### config.mk
export PLATFORM = sky130hd
export DESIGN_NAME = psg_to_dma_audio_bridge
export DESIGN_NICKNAME = d
export VERILOG_FILES = /design/src/rtl/psgdma_pkg.sv /design/src/rtl/psg_to_dma_audio_bridge.sv
export SDC_FILE = /design/constraint.sdc
export NUM_CORES = 1
export LEC_CHECK = 0
export ABC_AREA = 1
export BUFFER_PORTS_ARGS = -buffer_cell sky130_fd_sc_hd__buf_4
export CAP_MARGIN = 25
export CORE_MARGIN = 4
export CORE_UTILIZATION = 45
export CTS_BUF_LIST = sky130_fd_sc_hd__clkbuf_8
export CTS_CLUSTER_SIZE = 20
export DETAILED_ROUTE_END_ITERATION = 10
export PLACE_DENSITY = 0.73
export SETUP_SLACK_MARGIN = 0.15
export SYNTH_ARGS = -nofsm -noshare
export SYNTH_HDL_FRONTEND = slang
export SYNTH_SLANG_ARGS = --single-unit
export TNS_END_PERCENT = 10
### constraint.sdc
create_clock -name clock -period 8.95 [get_ports clock]
set_input_delay 0.4475 -clock clock [delete_from_list [all_inputs] [get_ports clock]]
set_output_delay 0.4475 -clock clock [all_outputs]
set_load 0.02 [all_outputs]
### src/rtl/psgdma_pkg.sv
// ----------------------------------------------------------------------------
// psgdma_pkg: shared types and constants for the sound-chip audio bridge
// Payload structs, sequencer states and the poly gate tables.
// ----------------------------------------------------------------------------
package psgdma_pkg;

   localparam int unsigned NOISE_WORDS = 512;
   localparam logic [21:0] CLK_SRC     = 22'd1789773;
   localparam logic [21:0] CLK_DST     = 22'd3546895;
   localparam logic [15:0] PER_MIN     = 16'd124;
   localparam logic [21:0] FREQ_MAX    = 22'd28000;
   localparam logic [21:0] FREQ_MIN    = 22'd50;
   localparam logic [16:0] LFSR_RESET  = 17'h1FFFF;
   localparam logic [3:0]  OFF_CTL     = 4'd8;
   localparam logic [3:0]  OFF_RANDOM  = 4'd10;

   localparam logic OP_WRITE = 1'b0;
   localparam logic OP_READ  = 1'b1;

   localparam logic [1:0] SRC_SQUARE = 2'd0;
   localparam logic [1:0] SRC_NOISE  = 2'd1;
   localparam logic [1:0] SRC_POLY   = 2'd2;

   localparam logic [14:0] GATE4 = 15'b010110010001111;
   localparam logic [30:0] GATE5 = 31'b0101000100111000001100101101111;

   typedef struct packed {
      logic       opcode;
      logic [3:0] reg_offset;
      logic [7:0] write_data;
   } req_type;

   typedef struct packed {
      logic        result_kind;
      logic [7:0]  read_data;
      logic [1:0]  channel;
      logic [15:0] period;
      logic        period_write;
      logic [5:0]  volume;
      logic [1:0]  wave_source;
      logic [9:0]  wave_length_words;
      logic        wave_buffer;
      logic [61:0] wave_bits;
      logic        noise_active;
      logic        last;
   } rsp_type;

   typedef enum logic [3:0] {
      ST_IDLE,
      ST_DIV1_INIT,
      ST_DIV1,
      ST_DIV2_INIT,
      ST_DIV2,
      ST_FINISH,
      ST_POLY,
      ST_EMIT,
      ST_OUT
   } state_type;

endpackage

### src/rtl/psg_to_dma_audio_bridge.sv
// ----------------------------------------------------------------------------
// psg_to_dma_audio_bridge: sound-chip register window to DMA audio updates
// Shadows 16 registers, serves reads and derives channel updates on writes.
// ----------------------------------------------------------------------------
//  channel | dir | handshake           | word
//  req     | in  | req_valid/req_ready | psgdma_pkg::req_type
//  rsp     | out | rsp_valid/rsp_ready | psgdma_pkg::rsp_type
//
//  A read word is valid on rsp the cycle after acceptance. A control write
//  updates all four channels. Each update runs a 22-step restoring division,
//  a second one if the frequency is in range, on one shared subtract unit,
//  and 30 or 62 pattern steps for poly. Writes to offsets 9..15 give no word.
//  Reset is synchronous; it clears shadow and ping-pong bits, presets the LFSR.
//  req_ready is low while a word is in work; a held rsp stalls the sequencer.
module psg_to_dma_audio_bridge (
   input  logic                clock,
   input  logic                reset,
   input  logic                req_valid,
   output logic                req_ready,
   input  psgdma_pkg::req_type req_data,
   output logic                rsp_valid,
   input  logic                rsp_ready,
   output psgdma_pkg::rsp_type rsp_data
);

   psgdma_pkg::state_type state_ff, state_in;
   logic [7:0]  shadow_ff [16];
   logic [16:0] lfsr_ff;
   logic [3:0]  pp_ff;
   logic [1:0]  ch_ff;
   logic        all_ff;
   logic [22:0] rem_ff;
   logic [21:0] quo_ff;
   logic [22:0] dsr_ff;
   logic [4:0]  cnt_ff;
   logic        silent_ff;
   logic [15:0] per_ff;
   logic [3:0]  s4_ff, c4_ff;
   logic [4:0]  s5_ff, c5_ff;
   logic        lvl_ff;
   logic [61:0] bits_ff;
   logic [5:0]  idx_ff;
   psgdma_pkg::rsp_type rsp_ff;
   logic        rsp_valid_ff;

   logic [7:0]  audf, audc, ctl, audf_nx;
   logic [6:0]  base;
   logic        fast, chain, noise, p5, p4, poly;
   logic [16:0] divv;
   logic [23:0] rem_sh;
   logic [23:0] trial;
   logic        fits;
   logic        freq_ok;
   logic [15:0] per_raw, per_nx;
   logic [8:0]  audf_p1;
   logic [14:0] stride;
   logic [6:0]  f15a, f15b, f31a, f31b;
   logic [3:0]  s4_nx;
   logic [4:0]  s5_nx;
   logic [4:0]  sum4;
   logic [5:0]  sum5;
   logic [3:0]  c4_nx;
   logic [4:0]  c5_nx;
   logic        flip, lvl_nx;
   logic [16:0] lfsr_nx;
   logic [5:0]  vol;
   logic [5:0]  npoly;
   logic        start;
   psgdma_pkg::rsp_type rd_word, upd_word;

   assign audf    = shadow_ff[{1'b0, ch_ff, 1'b0}];
   assign audc    = shadow_ff[{1'b0, ch_ff, 1'b1}];
   assign ctl     = shadow_ff[psgdma_pkg::OFF_CTL];
   assign audf_nx = shadow_ff[{1'b0, ch_ff + 2'd1, 1'b0}];
   assign base    = ctl[0] ? 7'd114 : 7'd28;
   assign fast    = (ch_ff == 2'd0 && ctl[5]) || (ch_ff == 2'd2 && ctl[6]);
   assign chain   = (ch_ff == 2'd0 && ctl[3]) || (ch_ff == 2'd2 && ctl[4]);
   assign divv    = {1'b0, chain ? audf_nx : 8'd0, audf} + 17'd1;
   assign noise   = !audc[5] && !audc[6] && !audc[4];
   assign p5      = audc[5] && !audc[7];
   assign p4      = !audc[5] && audc[6];
   assign poly    = p4 || p5;
   assign npoly   = p4 ? 6'd30 : 6'd62;
   assign start   = req_valid && req_ready;
   assign lfsr_nx = {lfsr_ff[15:0], lfsr_ff[16] ^ lfsr_ff[4]};

   // shared unit: shift remainder in one quotient bit, trial subtract
   assign rem_sh  = {rem_ff, quo_ff[21]};
   assign fits    = rem_sh >= {1'b0, dsr_ff};
   assign trial   = rem_sh - {1'b0, dsr_ff};

   assign freq_ok = (quo_ff >= psgdma_pkg::FREQ_MIN) && (quo_ff <= psgdma_pkg::FREQ_MAX);

   always_comb begin
      if (silent_ff) begin
         per_raw = 16'd0;
      end else if (quo_ff[21:16] != 6'd0) begin
         per_raw = 16'hFFFF;
      end else if (quo_ff[15:0] < psgdma_pkg::PER_MIN) begin
         per_raw = psgdma_pkg::PER_MIN;
      end else begin
         per_raw = quo_ff[15:0];
      end
      per_nx = (noise && per_raw == 16'd0) ? psgdma_pkg::PER_MIN : per_raw;
   end

   // stride mod 15 and mod 31 by folding digits
   assign audf_p1 = {1'b0, audf} + 9'd1;
   assign stride  = 15'({7'd0, audf_p1} * {9'd0, base});
   assign f15a    = 7'(stride[14:12]) + 7'(stride[11:8]) + 7'(stride[7:4]) + 7'(stride[3:0]);
   assign f15b    = 7'(f15a[6:4]) + 7'(f15a[3:0]);
   assign s4_nx   = (f15b >= 7'd15) ? 4'(f15b - 7'd15) : f15b[3:0];
   assign f31a    = 7'(stride[14:10]) + 7'(stride[9:5]) + 7'(stride[4:0]);
   assign f31b    = 7'(f31a[6:5]) + 7'(f31a[4:0]);
   assign s5_nx   = (f31b >= 7'd31) ? 5'(f31b - 7'd31) : f31b[4:0];

   assign sum4   = {1'b0, c4_ff} + {1'b0, s4_ff};
   assign c4_nx  = (sum4 >= 5'd15) ? 4'(sum4 - 5'd15) : sum4[3:0];
   assign sum5   = {1'b0, c5_ff} + {1'b0, s5_ff};
   assign c5_nx  = (sum5 >= 6'd31) ? 5'(sum5 - 6'd31) : sum5[4:0];
   assign flip   = p4 ? (psgdma_pkg::GATE4[c4_nx] == !lvl_ff) : psgdma_pkg::GATE5[c5_nx];
   assign lvl_nx = lvl_ff ^ flip;

   always_comb begin
      vol = audc[4] ? 6'd0 : {audc[3:0], 2'b00};
      if (!noise && per_ff == 16'd0) begin
         vol = 6'd0;
      end
   end

   always_comb begin
      rd_word      = '0;
      rd_word.last = 1'b1;
      if (req_data.reg_offset == psgdma_pkg::OFF_RANDOM) begin
         rd_word.read_data = lfsr_nx[7:0];
      end else begin
         rd_word.read_data = shadow_ff[req_data.reg_offset];
      end
   end

   always_comb begin
      upd_word                   = '0;
      upd_word.result_kind       = 1'b1;
      upd_word.channel           = ch_ff;
      upd_word.period            = per_ff;
      upd_word.period_write      = per_ff != 16'd0;
      upd_word.volume            = vol;
      upd_word.noise_active      = noise && vol != 6'd0;
      upd_word.last              = !all_ff || ch_ff == 2'd3;
      upd_word.wave_source       = psgdma_pkg::SRC_SQUARE;
      upd_word.wave_length_words = 10'd1;
      if (noise) begin
         upd_word.wave_source       = psgdma_pkg::SRC_NOISE;
         upd_word.wave_length_words = 10'(psgdma_pkg::NOISE_WORDS);
      end else if (poly) begin
         upd_word.wave_source       = psgdma_pkg::SRC_POLY;
         upd_word.wave_length_words = p4 ? 10'd15 : 10'd31;
         upd_word.wave_buffer       = !pp_ff[ch_ff];
         upd_word.wave_bits         = bits_ff;
      end
   end

   always_comb begin
      req_ready = (state_ff == psgdma_pkg::ST_IDLE) && !rsp_valid_ff;
   end

   assign rsp_valid = rsp_valid_ff;
   assign rsp_data  = rsp_ff;

   always_comb begin
      state_in = state_ff;
      unique case (state_ff)
         psgdma_pkg::ST_IDLE: begin
            if (start && req_data.opcode == psgdma_pkg::OP_READ) begin
               state_in = psgdma_pkg::ST_OUT;
            end else if (start && (!req_data.reg_offset[3]
                                   || req_data.reg_offset == psgdma_pkg::OFF_CTL)) begin
               state_in = psgdma_pkg::ST_DIV1_INIT;
            end
         end
         psgdma_pkg::ST_DIV1_INIT: state_in = psgdma_pkg::ST_DIV1;
         psgdma_pkg::ST_DIV1: begin
            if (cnt_ff == 5'd21) state_in = psgdma_pkg::ST_DIV2_INIT;
         end
         psgdma_pkg::ST_DIV2_INIT: begin
            state_in = freq_ok ? psgdma_pkg::ST_DIV2 : psgdma_pkg::ST_FINISH;
         end
         psgdma_pkg::ST_DIV2: begin
            if (cnt_ff == 5'd21) state_in = psgdma_pkg::ST_FINISH;
         end
         psgdma_pkg::ST_FINISH: begin
            state_in = poly ? psgdma_pkg::ST_POLY : psgdma_pkg::ST_EMIT;
         end
         psgdma_pkg::ST_POLY: begin
            if (idx_ff == npoly - 6'd1) state_in = psgdma_pkg::ST_EMIT;
         end
         psgdma_pkg::ST_EMIT: state_in = psgdma_pkg::ST_OUT;
         psgdma_pkg::ST_OUT: begin
            if (rsp_valid_ff && rsp_ready) begin
               state_in = (rsp_ff.result_kind && !rsp_ff.last)
                        ? psgdma_pkg::ST_DIV1_INIT : psgdma_pkg::ST_IDLE;
            end
         end
         default: state_in = psgdma_pkg::ST_IDLE;
      endcase
   end

   always_ff @(posedge clock) begin
      if (reset) begin
         state_ff     <= psgdma_pkg::ST_IDLE;
         rsp_valid_ff <= 1'b0;
         lfsr_ff      <= psgdma_pkg::LFSR_RESET;
         pp_ff        <= '0;
         for (int i = 0; i < 16; i++) shadow_ff[i] <= '0;
      end else begin
         state_ff <= state_in;
         unique case (state_ff)
            psgdma_pkg::ST_IDLE: begin
               if (start) begin
                  if (req_data.opcode == psgdma_pkg::OP_READ) begin
                     rsp_ff       <= rd_word;
                     rsp_valid_ff <= 1'b1;
                     if (req_data.reg_offset == psgdma_pkg::OFF_RANDOM) begin
                        lfsr_ff <= lfsr_nx;
                     end
                  end else begin
                     shadow_ff[req_data.reg_offset] <= req_data.write_data;
                     ch_ff  <= req_data.reg_offset[3] ? 2'd0 : req_data.reg_offset[2:1];
                     all_ff <= req_data.reg_offset[3];
                  end
               end
            end
            psgdma_pkg::ST_DIV1_INIT: begin
               // freq = CLK_SRC / (base*div) or CLK_SRC / div
               rem_ff <= '0;
               quo_ff <= psgdma_pkg::CLK_SRC;
               dsr_ff <= fast ? {6'd0, divv} : 23'({6'd0, divv} * {16'd0, base});
               cnt_ff <= '0;
            end
            psgdma_pkg::ST_DIV1, psgdma_pkg::ST_DIV2: begin
               cnt_ff <= cnt_ff + 5'd1;
               if (fits) begin
                  rem_ff <= trial[22:0];
                  quo_ff <= {quo_ff[20:0], 1'b1};
               end else begin
                  rem_ff <= rem_sh[22:0];
                  quo_ff <= {quo_ff[20:0], 1'b0};
               end
            end
            psgdma_pkg::ST_DIV2_INIT: begin
               // per = CLK_DST / (2*freq); out-of-range freq is silent unless on noise
               rem_ff    <= '0;
               quo_ff    <= psgdma_pkg::CLK_DST;
               dsr_ff    <= {quo_ff, 1'b0};
               cnt_ff    <= '0;
               silent_ff <= !freq_ok;
            end
            psgdma_pkg::ST_FINISH: begin
               per_ff  <= per_nx;
               s4_ff   <= s4_nx;
               s5_ff   <= s5_nx;
               idx_ff  <= '0;
               c4_ff   <= '0;
               c5_ff   <= '0;
               lvl_ff  <= 1'b0;
               bits_ff <= '0;
            end
            psgdma_pkg::ST_POLY: begin
               idx_ff  <= idx_ff + 6'd1;
               c4_ff   <= c4_nx;
               c5_ff   <= c5_nx;
               lvl_ff  <= lvl_nx;
               bits_ff[idx_ff] <= lvl_nx;
            end
            psgdma_pkg::ST_EMIT: begin
               rsp_ff       <= upd_word;
               rsp_valid_ff <= 1'b1;
               if (!noise && poly) begin
                  pp_ff[ch_ff] <= !pp_ff[ch_ff];
               end
            end
            psgdma_pkg::ST_OUT: begin
               if (rsp_valid_ff && rsp_ready) begin
                  rsp_valid_ff <= 1'b0;
                  ch_ff        <= ch_ff + 2'd1;
               end
            end
            default: ;
         endcase
      end
   end

endmodule
==> impl_metrics.py, run 1 <==
metrics = {
    "sta": {
        "final_setup_violating_endpoints": 0,
        "finClkSkew_ps": 26.26,
        "timing.final.crit_share_pct": 94.19,
        "worstMarginPinSlew_ps": 1020,
        "timing.final.crit_period_ps": 8430,
        "final_critical_path_setup_slack_ps": 520.0,
        "max-slew-margin-rel_pct": 31.47,
        "fmax_mhz": 118.6,
        "hold_viol_final": 0,
        "rsz_0062_raised_after_global_routing": "true",
        "slew_violations": 0,
        "finalSetupTns_ps": 0,
    },
    "detailed_routing": {
        "route.detailed.wl_per_inst_um": 16.98,
        "route.final.wire_length_mm": 66.09,
        "postRouteAntennaNets": 0,
        "dr_total_vias": 20580,
        "remaining_drc_errors": 0,
        "initialDrtViolationCount": 1969,
        "via_per_inst": 5.286,
        "first_pass_iters": 6,
    },
    "floorplanning": {
        "fp.dieW_um": 252.7,
        "die_y_um": 252.7,
        "core_region_area_um2": 59130,
        "die-area_um2": 63880,
        "rows": 89,
        "boundaryPins": 130,
        "initial_utilization_pct": 45.58,
    },
    "critical_path": {
        "end_kind": "register",
        "timing.critical_path.fanout_max": 9,
        "worst-endpoint-required_ps": 9330,
        "crit_type": "register to register",
        "critical_path.startpoint_type": "register",
        "library_cell_appearing_most_often_on_the_critical_path": "sky130_fd_sc_hd__nand2_1",
        "arrival_ps": 8810,
        "critPathSlowestCell": "sky130_fd_sc_hd__fa_1",
        "critical-path-max-stage-delay_ps": 540,
    },
    "placement": {
        "place_hpwl_mm": 47.22,
        "numPortBuffers": 123,
        "gp_congestion": 0.9589,
        "detailedPlace.worstSlack_ps": -72.47,
    },
    "synthesis": {
        "synth_top_family_by_area": "simple AND/OR/NAND/NOR gates",
        "synth_mux_area_share_pct": 0.04178,
        "synthSimpleGateAreaFrac_pct": 19.65,
        "synth-seq-area-share_pct": 47.42,
        "synth_enable_flop_cells": 407,
        "total_standard_cell_area_after_synthesis_um2": 26950,
        "synth_top_cells_by_area": "sky130_fd_sc_hd__edfxtp_1, sky130_fd_sc_hd__nor2_1, sky130_fd_sc_hd__inv_1",
        "synthAdderAreaFrac_pct": 12.03,
        "syn-instance-count": 2911,
        "synth-warning-count": 0,
        "number_of_synthesized_register_bits": 435,
        "synthDominantAreaCellType": "sky130_fd_sc_hd__edfxtp_1",
        "fraction_of_registers_with_async_set_reset_pct": 0,
        "syn_area_per_cell_um2": 9.259,
        "synth_top_flop_cell": "sky130_fd_sc_hd__edfxtp_1",
        "share_of_yosys_cell_area_claimed_by_the_top_area_cell_type_pct": 45.34,
        "netlist_cell_types": 69,
        "area_fraction_in_compound_gates_after_synthesis_pct": 9.247,
        "synth_xor_area_share_pct": 2.367,
    },
    "global_routing": {
        "use_met2_pct": 31.89,
        "grtUsageTotal_pct": 20.15,
        "busiest_layer": "met2",
        "maximum_number_of_pins_on_one_net_before_global_route_repair": 79,
        "gr-total-overflow": 0,
        "antenna_found_initial": 0,
        "via_count_of_the_first_global_routing_pass": 19470,
        "grt_util_met3_pct": 4.157,
        "wire_length_of_the_first_global_routing_pass_mm": 103.6,
        "grt_use_met1_pct": 28.02,
    },
    "layout": {
        "syn_to_final_growth_pct": 12.40,
        "fin_nets": 3286,
        "finalCoreUtilization_pct": 51.23,
        "layout-drive-gt1-share_pct": 13.88,
        "n_fill_cell": 5295,
        "diodes": 0,
    },
    "cts": {
        "clock_latency_ps": 660,
        "ctsHtreeMaxLevel": 3,
        "clock-sinks": 435,
        "clk_root_buffer_cell": "sky130_fd_sc_hd__clkbuf_8",
        "cts.path.max_buffers": 3,
        "cts_tree": "yes",
        "postCtsHoldBufs": 0,
        "total_cts_buffers": 76,
        "path_clk_slew_ps": 60,
    },
    "run_status": {
        "status": "completed",
    },
    "min_path": {
        "hold_path.startpoint": "req_data[11]",
        "worst_hold_path_type": "primary input to register",
    },
    "run": {
        "drv_cap": 0,
    },
}
-- cell usage after synthesis, types with 24 or more instances --
cell type and instances:
sky130_fd_sc_hd__nor2_1 556, sky130_fd_sc_hd__nor3_1 29, sky130_fd_sc_hd__nand3_1 87, sky130_fd_sc_hd__a22oi_1 46, sky130_fd_sc_hd__dfxtp_1 28, sky130_fd_sc_hd__nand2_1 367, sky130_fd_sc_hd__ha_1 128, sky130_fd_sc_hd__clkbuf_1 53
sky130_fd_sc_hd__edfxtp_1 407, sky130_fd_sc_hd__a21oi_1 129, sky130_fd_sc_hd__inv_1 486, sky130_fd_sc_hd__o21ai_0 120, sky130_fd_sc_hd__xor2_1 47, sky130_fd_sc_hd__fa_1 82, sky130_fd_sc_hd__nand3_2 67, sky130_fd_sc_hd__xnor2_1 24
-- routing by layer --
layer | part of all wire [%] | up-vias
met4 | 3.1 | 0
met2 | 46 | 804
li1 | - | 9923
met3 | 8.1 | 149
met5 | 0 | -
met1 | 43 | 9703
-- what timing repair did --
item                                    4_1_cts  5_1_grt
resized for setup                             6       40
pin swaps                                     3       14
buffers inserted                              0        8
endpoints found under the setup margin        6        9
-- flip-flops by register name (all words and copies together) (netlist names), 5 cells and up, named ones only --
register   flops
bits_ff       62
c5_ff          5
cnt_ff         5
dsr_ff        23
idx_ff         6
lfsr_ff       17
per_ff        16
quo_ff        22
rem_ff        23
rsp_data     102
s5_ff          5
shadow_ff    125
-- cells in the final DEF (no fill, tap or decap), types with 11 or more instances in the layout --
cell                         n
sky130_fd_sc_hd__nor2_1    548
sky130_fd_sc_hd__inv_1     504
sky130_fd_sc_hd__edfxtp_1  407
sky130_fd_sc_hd__nand2_1   363
sky130_fd_sc_hd__buf_4     160
sky130_fd_sc_hd__a21oi_1   125
sky130_fd_sc_hd__ha_1      121
sky130_fd_sc_hd__o21ai_0   112
sky130_fd_sc_hd__nand3_1    85
sky130_fd_sc_hd__clkbuf_8   84
sky130_fd_sc_hd__fa_1       82
sky130_fd_sc_hd__nand3_2    69
sky130_fd_sc_hd__xor2_1     46
sky130_fd_sc_hd__a22oi_1    46
sky130_fd_sc_hd__nor3_1     28
sky130_fd_sc_hd__dfxtp_1    26
sky130_fd_sc_hd__nand2_2    23
sky130_fd_sc_hd__xnor2_1    23
sky130_fd_sc_hd__o221ai_1   22
sky130_fd_sc_hd__clkinv_1   21
sky130_fd_sc_hd__nand4_1    20
sky130_fd_sc_hd__o211ai_1   14
sky130_fd_sc_hd__o21ai_1    12
sky130_fd_sc_hd__nor2_2     12
sky130_fd_sc_hd__clkinv_2   11
-- path summary, 6_finish.rpt --
| kind | end | slack [ps] | depth (start not counted) |
|---|---|---|---|
| hold / removal | all_ff | 80 | 1 |
| setup / recovery | s5_ff[2] | 520 | 47 |
| setup reg to reg | s5_ff[2] | 520 | 47 |
| hold reg to reg | lfsr_ff[9] | 460 | 2 |
-- kinds of logic after synthesis --
kind of cell / count (synthesis)
compound gates: 410
xor+xnor: 72
mux: 1
buf+inv: 597
flops: 435
other cells: 1
simple gates: 1185
fa+ha+maj: 210
-- stage by stage --
step	hold slack (ps)	area (um^2)	cells
after detailed placement	443.1	28530	3744
final	80.54	30300	3893
after floorplan	428.9	26980	2917
after global routing	35.39	30300	3893
after global placement	437.6	28510	3742
after CTS	11.74	30030	3883
-- area by class of cell --
class	instances	area, um^2	area share (%)
clock inverters	55	326.6	1.078
inverters	497	1871	6.174
repair buffers	164	1276	4.213
clock buffers	84	1156	3.816
multi-input cells	1885	11910	39.32
flip-flops and latches	435	12790	42.21
well taps	773	967.2	3.193
-- worst max-delay path, delay by kind of cell (launching register included) --
family / cells / cell delay (ps)
buf+inv: 8 / 640
fa+ha+maj: 11 / 3870
compound gates: 10 / 1340
xor+xnor: 2 / 290
flops: 1 / 370
simple gates: 16 / 1660
Power of run 1 is not shown: default switching activity piles up to over one toggle a cycle in this logic, so the estimate is an artifact.
==> run 2, diff against run 1 <==
--- a/config.mk
+++ b/config.mk
@@ -5,10 +5,8 @@
 export SDC_FILE = /design/constraint.sdc
 export NUM_CORES = 1
 export LEC_CHECK = 0
-export ABC_AREA = 1
 export BUFFER_PORTS_ARGS = -buffer_cell sky130_fd_sc_hd__buf_4
 export CAP_MARGIN = 25
-export CORE_MARGIN = 4
 export CORE_UTILIZATION = 45
 export CTS_BUF_LIST = sky130_fd_sc_hd__clkbuf_8
 export CTS_CLUSTER_SIZE = 20
==> run 2 against run 1 <==
Final area shrank 1.3%. First-iteration DRC count shrank 22%. Clock-buffer cell count shrank 5. Critical path depth shrank 14. Utilization grew 0.41 points. Largest cell class is now multi-input gates. Highest routed layer unchanged.
==> impl_metrics.py, run 2 <==
metrics = {
    "sta": {
        "max-slew-margin-rel_pct": 30.95,
        "worstMarginPinSlew_ps": 1036,
        "finClkSkew_ps": 41.65,
        "finalSetupTns_ps": 0,
        "final_setup_violating_endpoints": 0,
        "timing.final.crit_period_ps": 8522,
        "fmax_mhz": 117.3,
        "slew_violations": 0,
        "rsz_0062_raised_after_global_routing": "false",
        "hold_viol_final": 0,
        "timing.final.crit_share_pct": 95.21,
    },
    "cts": {
        "cts_tree": "yes",
        "cts.path.max_buffers": 3,
        "postCtsHoldBufs": 0,
        "ctsHtreeMaxLevel": 3,
        "clock-sinks": 435,
        "path_clk_slew_ps": 60,
        "clk_root_buffer_cell": "sky130_fd_sc_hd__clkbuf_8",
        "total_cts_buffers": 75,
        "clock_latency_ps": 690,
    },
    "critical_path": {
        "critical_path.startpoint_type": "register",
        "critical-path-max-stage-delay_ps": 580,
        "crit_type": "register to register",
        "timing.reg2reg.worst_path_depth": 33,
        "worst_r2r_startpoint": "shadow_ff[6][0]",
        "endpoint": "s5_ff[1]",
        "worst-endpoint-required_ps": 9390,
        "rr_endpoint": "s5_ff[1]",
        "crit_start": "shadow_ff[6][0]",
        "timing.critical_path.fanout_max": 6,
        "ff2ff_setup_slack_ps": 430,
        "critPathSlowestCell": "sky130_fd_sc_hd__fa_1",
        "end_kind": "register",
        "arrival_ps": 8960,
    },
    "synthesis": {
        "synthDominantAreaCellType": "sky130_fd_sc_hd__edfxtp_1",
        "synth_top_cells_by_area": "sky130_fd_sc_hd__edfxtp_1, sky130_fd_sc_hd__fa_1, sky130_fd_sc_hd__ha_1",
        "share_of_yosys_cell_area_claimed_by_the_top_area_cell_type_pct": 46.20,
        "area_fraction_in_compound_gates_after_synthesis_pct": 11.02,
        "number_of_synthesized_register_bits": 435,
        "synth.cells.most_frequent": "sky130_fd_sc_hd__edfxtp_1, sky130_fd_sc_hd__nor2_1, sky130_fd_sc_hd__and2_1",
        "synth_top_flop_cell": "sky130_fd_sc_hd__edfxtp_1",
        "syn_area_per_cell_um2": 11.76,
        "synth_top_family_by_area": "simple AND/OR/NAND/NOR gates",
        "synthSimpleGateAreaFrac_pct": 14.60,
        "yosys.cell_count.top_type": "sky130_fd_sc_hd__edfxtp_1",
        "synth_mux_area_share_pct": 6.480,
        "fraction_of_registers_with_async_set_reset_pct": 0,
        "synth_xor_area_share_pct": 2.871,
        "synth-warning-count": 0,
        "synthAdderAreaFrac_pct": 12.26,
        "syn-instance-count": 2249,
        "synth-seq-area-share_pct": 48.32,
        "total_standard_cell_area_after_synthesis_um2": 26450,
        "netlist_cell_types": 77,
        "synth_enable_flop_cells": 407,
    },
    "floorplanning": {
        "initial_utilization_pct": 45.68,
        "die_y_um": 244.5,
        "die-area_um2": 59760,
        "rows": 88,
        "fp.dieW_um": 244.5,
        "core_region_area_um2": 57920,
        "boundaryPins": 130,
    },
    "run_status": {
        "status": "completed",
    },
    "detailed_routing": {
        "dr_total_vias": 18130,
        "initialDrtViolationCount": 1538,
        "via_per_inst": 5.676,
        "first_pass_iters": 5,
        "postRouteAntennaNets": 0,
        "route.final.wire_length_mm": 64.06,
        "route.detailed.wl_per_inst_um": 20.06,
        "remaining_drc_errors": 0,
    },
    "layout": {
        "syn_to_final_growth_pct": 13.07,
        "regMostFlops": "shadow_ff",
        "layout-drive-gt1-share_pct": 18.20,
        "n_fill_cell": 4986,
        "fin_nets": 2598,
        "finalCoreUtilization_pct": 51.65,
        "largest_reg_flops": 125,
        "layout_commonest_cell": "sky130_fd_sc_hd__edfxtp_1",
        "seq_area_um2": 12790,
        "multi_input_area_um2": 12790,
        "most_used_cells_in_the_layout_excluding_fill_and_tap_cells": "sky130_fd_sc_hd__edfxtp_1, sky130_fd_sc_hd__inv_1, sky130_fd_sc_hd__nor2_1",
        "diodes": 0,
    },
    "global_routing": {
        "via_count_of_the_first_global_routing_pass": 18120,
        "antenna_found_initial": 0,
        "gr-total-overflow": 0,
        "maximum_number_of_pins_on_one_net_before_global_route_repair": 96,
        "grtUsageTotal_pct": 21.38,
        "wire_length_of_the_first_global_routing_pass_mm": 99.90,
    },
    "run": {
        "drv_cap": 0,
    },
    "placement": {
        "place_hpwl_mm": 45.84,
        "gp_congestion": 0.9293,
        "numPortBuffers": 123,
    },
    "min_path": {
        "worst_hold_path_type": "primary input to register",
        "hold_path.startpoint": "req_data[11]",
    },
}
run 2: cell families after synthesis:
logic type                 after synthesis
AOI/OAI and AO/OA                      408
xor gates and xnor gates                85
adders and majority gates              210
buffers and inverters                  290
DFF                                    435
muxes                                   94
other                                    1
and+or+nand+nor                        726
run 2: metrics by stage:
step,area (um^2),cells,hold slack [ps],setup slack [ps]
floorplan,26480,2255,427.3,232.2
detailed placement,28110,3046,443.4,-107.7
CTS,29600,3180,135.3,141.8
global placement,28080,3044,435.0,153.1
global route,29910,3193,147.9,85.51
finish,29910,3193,173.4,428.4
run 2: layout make-up:
cell class | instances | area share [%]
Clock buffer | 79 | 3.635
Clock inverter | 55 | 1.255
Inverter | 160 | 2.008
Multi-Input combinational cell | 1530 | 42.76
Sequential cell | 435 | 42.75
Tap cell | 765 | 3.200
Timing Repair Buffer | 169 | 4.392
run 2: how the worst min path moves through the flow:
stage	to	slack, ps	cells after the start
finish	all_ff	170	1
global route	all_ff	150	1
CTS	all_ff	140	1
detailed placement	lfsr_ff[9]	440	1
global placement	lfsr_ff[12]	430	1
floorplan	lfsr_ff[10]	430	1
run 2: critical path, delay by kind of cell, from the launching register on:
kind	cells	cell delay, ps
flops	1	420
fa+ha+maj	9	3770
simple gates	4	650
mux	2	880
xor+xnor	4	620
compound gates	9	1470
buf+inv	5	470
run 2: timing repair:
item,CTS,global route
resized for setup,7,31
endpoints found under the hold margin,0,0
setup buffers,0,10
pin swaps,1,17
endpoints found under the setup margin,6,8
run 2: routing by layer:
metal  GRT usage, %  up-vias  share of wire, %  wire length, um
met5              0        -                 0                0
li1               -     8457                 -                -
met2          35.87      628                49            31400
met3          3.907      115               6.6             4203
met4          7.463        0               2.8             1804
met1          27.73     8925                42            26650
Power of run 2 is left out for the same reason.
==> run 3, diff against run 2 <==
--- a/config.mk
+++ b/config.mk
@@ -5,6 +5,7 @@
 export SDC_FILE = /design/constraint.sdc
 export NUM_CORES = 1
 export LEC_CHECK = 0
+export ABC_AREA = 1
 export BUFFER_PORTS_ARGS = -buffer_cell sky130_fd_sc_hd__buf_4
 export CAP_MARGIN = 25
 export CORE_UTILIZATION = 45
==> run 3 against run 2 <==
Clock skew rose by 18 ps. Sequential cell count did not move. Utilization fell by 0.50 points. The run now ends with design-rule violations left. First-iteration DRC count rose by 12%. Setup slack improved by 200 ps. Register-to-register slack improved by 200 ps.
==> impl_metrics.py, run 3 (synthesis gave the netlist of run 1 again) <==
metrics = {
    "run_status": {
        "status": "finished with violations",
        "violations_in_the_final_reports": "design-rule violations",
    },
    "sta": {
        "fmax_mhz": 120.1,
        "rsz_0062_raised_after_global_routing": "false",
        "finalSetupTns_ps": 0,
        "finClkSkew_ps": 59.31,
        "final_setup_violating_endpoints": 0,
        "timing.final.crit_period_ps": 8323,
        "worstMarginPinSlew_ps": 939.1,
        "final_critical_path_setup_slack_ps": 626.7,
        "timing.final.crit_share_pct": 93.00,
        "slew_violations": 0,
        "max-slew-margin-rel_pct": 36.91,
        "hold_viol_final": 0,
    },
    "layout": {
        "multi_input_area_um2": 11900,
        "n_fill_cell": 5381,
        "seq_area_um2": 12790,
        "fin_nets": 3290,
        "layout-drive-gt1-share_pct": 13.81,
        "finalCoreUtilization_pct": 51.14,
        "most_used_cells_in_the_layout_excluding_fill_and_tap_cells": "sky130_fd_sc_hd__nor2_1, sky130_fd_sc_hd__inv_1, sky130_fd_sc_hd__edfxtp_1",
        "largest_reg_flops": 125,
        "layoutNonFillerInstCount": 3895,
        "syn_to_final_growth_pct": 12.20,
        "diodes": 0,
        "layout_commonest_cell": "sky130_fd_sc_hd__nor2_1",
        "regMostFlops": "shadow_ff",
    },
    "floorplanning": {
        "fp.dieW_um": 246.7,
        "core_region_area_um2": 59130,
        "die_y_um": 246.7,
        "boundaryPins": 130,
        "rows": 89,
        "die-area_um2": 60880,
        "initial_utilization_pct": 45.58,
    },
    "cts": {
        "cts.path.max_buffers": 3,
        "cts_tree": "yes",
        "clock-sinks": 435,
        "postCtsHoldBufs": 0,
        "clock_latency_ps": 710,
        "clk_root_buffer_cell": "sky130_fd_sc_hd__clkbuf_8",
        "total_cts_buffers": 77,
        "ctsHtreeMaxLevel": 3,
        "path_clk_slew_ps": 70,
    },
    "global_routing": {
        "gr-total-overflow": 0,
        "antenna_found_initial": 0,
        "wire_length_of_the_first_global_routing_pass_mm": 103.8,
        "via_count_of_the_first_global_routing_pass": 19690,
        "grtUsageTotal_pct": 21.70,
        "maximum_number_of_pins_on_one_net_before_global_route_repair": 79,
    },
    "detailed_routing": {
        "initialDrtViolationCount": 1724,
        "route.detailed.wl_per_inst_um": 16.96,
        "first_pass_iters": 9,
        "postRouteAntennaNets": 0,
        "remaining_drc_errors": 22,
        "route.final.wire_length_mm": 66.07,
        "via_per_inst": 5.246,
        "dr_total_vias": 20440,
    },
    "run": {
        "drv_cap": 0,
    },
    "critical_path": {
        "end_kind": "register",
        "ff2ff_setup_slack_ps": 630,
        "critical-path-max-stage-delay_ps": 530,
        "arrival_ps": 8760,
        "critical_path.startpoint_type": "register",
        "worst-endpoint-required_ps": 9390,
        "critPathSlowestCell": "sky130_fd_sc_hd__fa_1",
        "crit_type": "register to register",
        "library_cell_appearing_most_often_on_the_critical_path": "sky130_fd_sc_hd__nand2_1",
        "timing.critical_path.fanout_max": 5,
    },
    "placement": {
        "numPortBuffers": 123,
        "place_inst": 3746,
        "place_hpwl_mm": 47.29,
        "detailedPlace.worstSlack_ps": 69.84,
        "gp_congestion": 0.9456,
    },
    "min_path": {
        "worst_hold_path_type": "primary input to register",
    },
}
run 3: cell types whose count changed in the layout (fill, tap and decap cells not counted), sizes merged, moves of 40 or more:
cell    before  now
nor2       175  562
inv        184  521
nand2      104  392
and2       166    1
nand3       34  154
o21ai       52  129
and3        78    2
o31ai       70    4
mux4        61    0
o211ai      68   14
a21oi       80  130
a22oi        6   46
run 3: stage by stage:
step / hold WS, ps / instance area [um^2]
6_report: 54.15 / 30240
5_1_grt: 38.46 / 30240
4_1_cts: 17.85 / 29950
3_5_place_dp: 444.4 / 28540
3_3_place_gp: 438.5 / 28530
2_1_floorplan: 428.9 / 26980
run 3: path summary, 6_finish.rpt:
| check | from | endpoint | cells after the start |
|---|---|---|---|
| worst max-delay path | shadow_ff[2][0] | s5_ff[2] | 48 |
| worst min-delay path | req_data[11] | all_ff | 1 |
| worst max register to register | shadow_ff[2][0] | s5_ff[2] | 48 |
| worst min register to register | lfsr_ff[12] | lfsr_ff[12] | 2 |
run 3: metal layers:
layer | GRT usage (%) | part of all wire, % | vias up
met1 | 29.02 | 43 | 9634
li1 | - | - | 9921
met5 | 0 | 0 | -
met3 | 3.755 | 6.9 | 143
met4 | 8.243 | 3.3 | 0
met2 | 35.19 | 47 | 737
run 3: worst max-delay path, delay by kind of cell, from the launching register on:
kind | cells | cell delay [ps]
AOI/OAI and AO/OA | 10 | 1300
xor gates and xnor gates | 3 | 530
adders and majority gates | 10 | 3600
buffers and inverters | 8 | 510
DFF | 1 | 430
and+or+nand+nor | 17 | 1670
run 3: area by class of cell:
cell class,instances,share of cell area [%]
timing repair buffer,167,4.336
inverter,497,6.169
clock inverter,61,1.167
multi-input combinational,1885,39.33
tap,773,3.198
clock buffer,77,3.504
sequential,435,42.29
run 3: timing repair:
item,in CTS,in global routing
endpoints found under the setup margin,3,9
setup buffers,0,8
pin swaps,0,10
resized for setup,2,40
Power of run 3 is left out for the same reason.
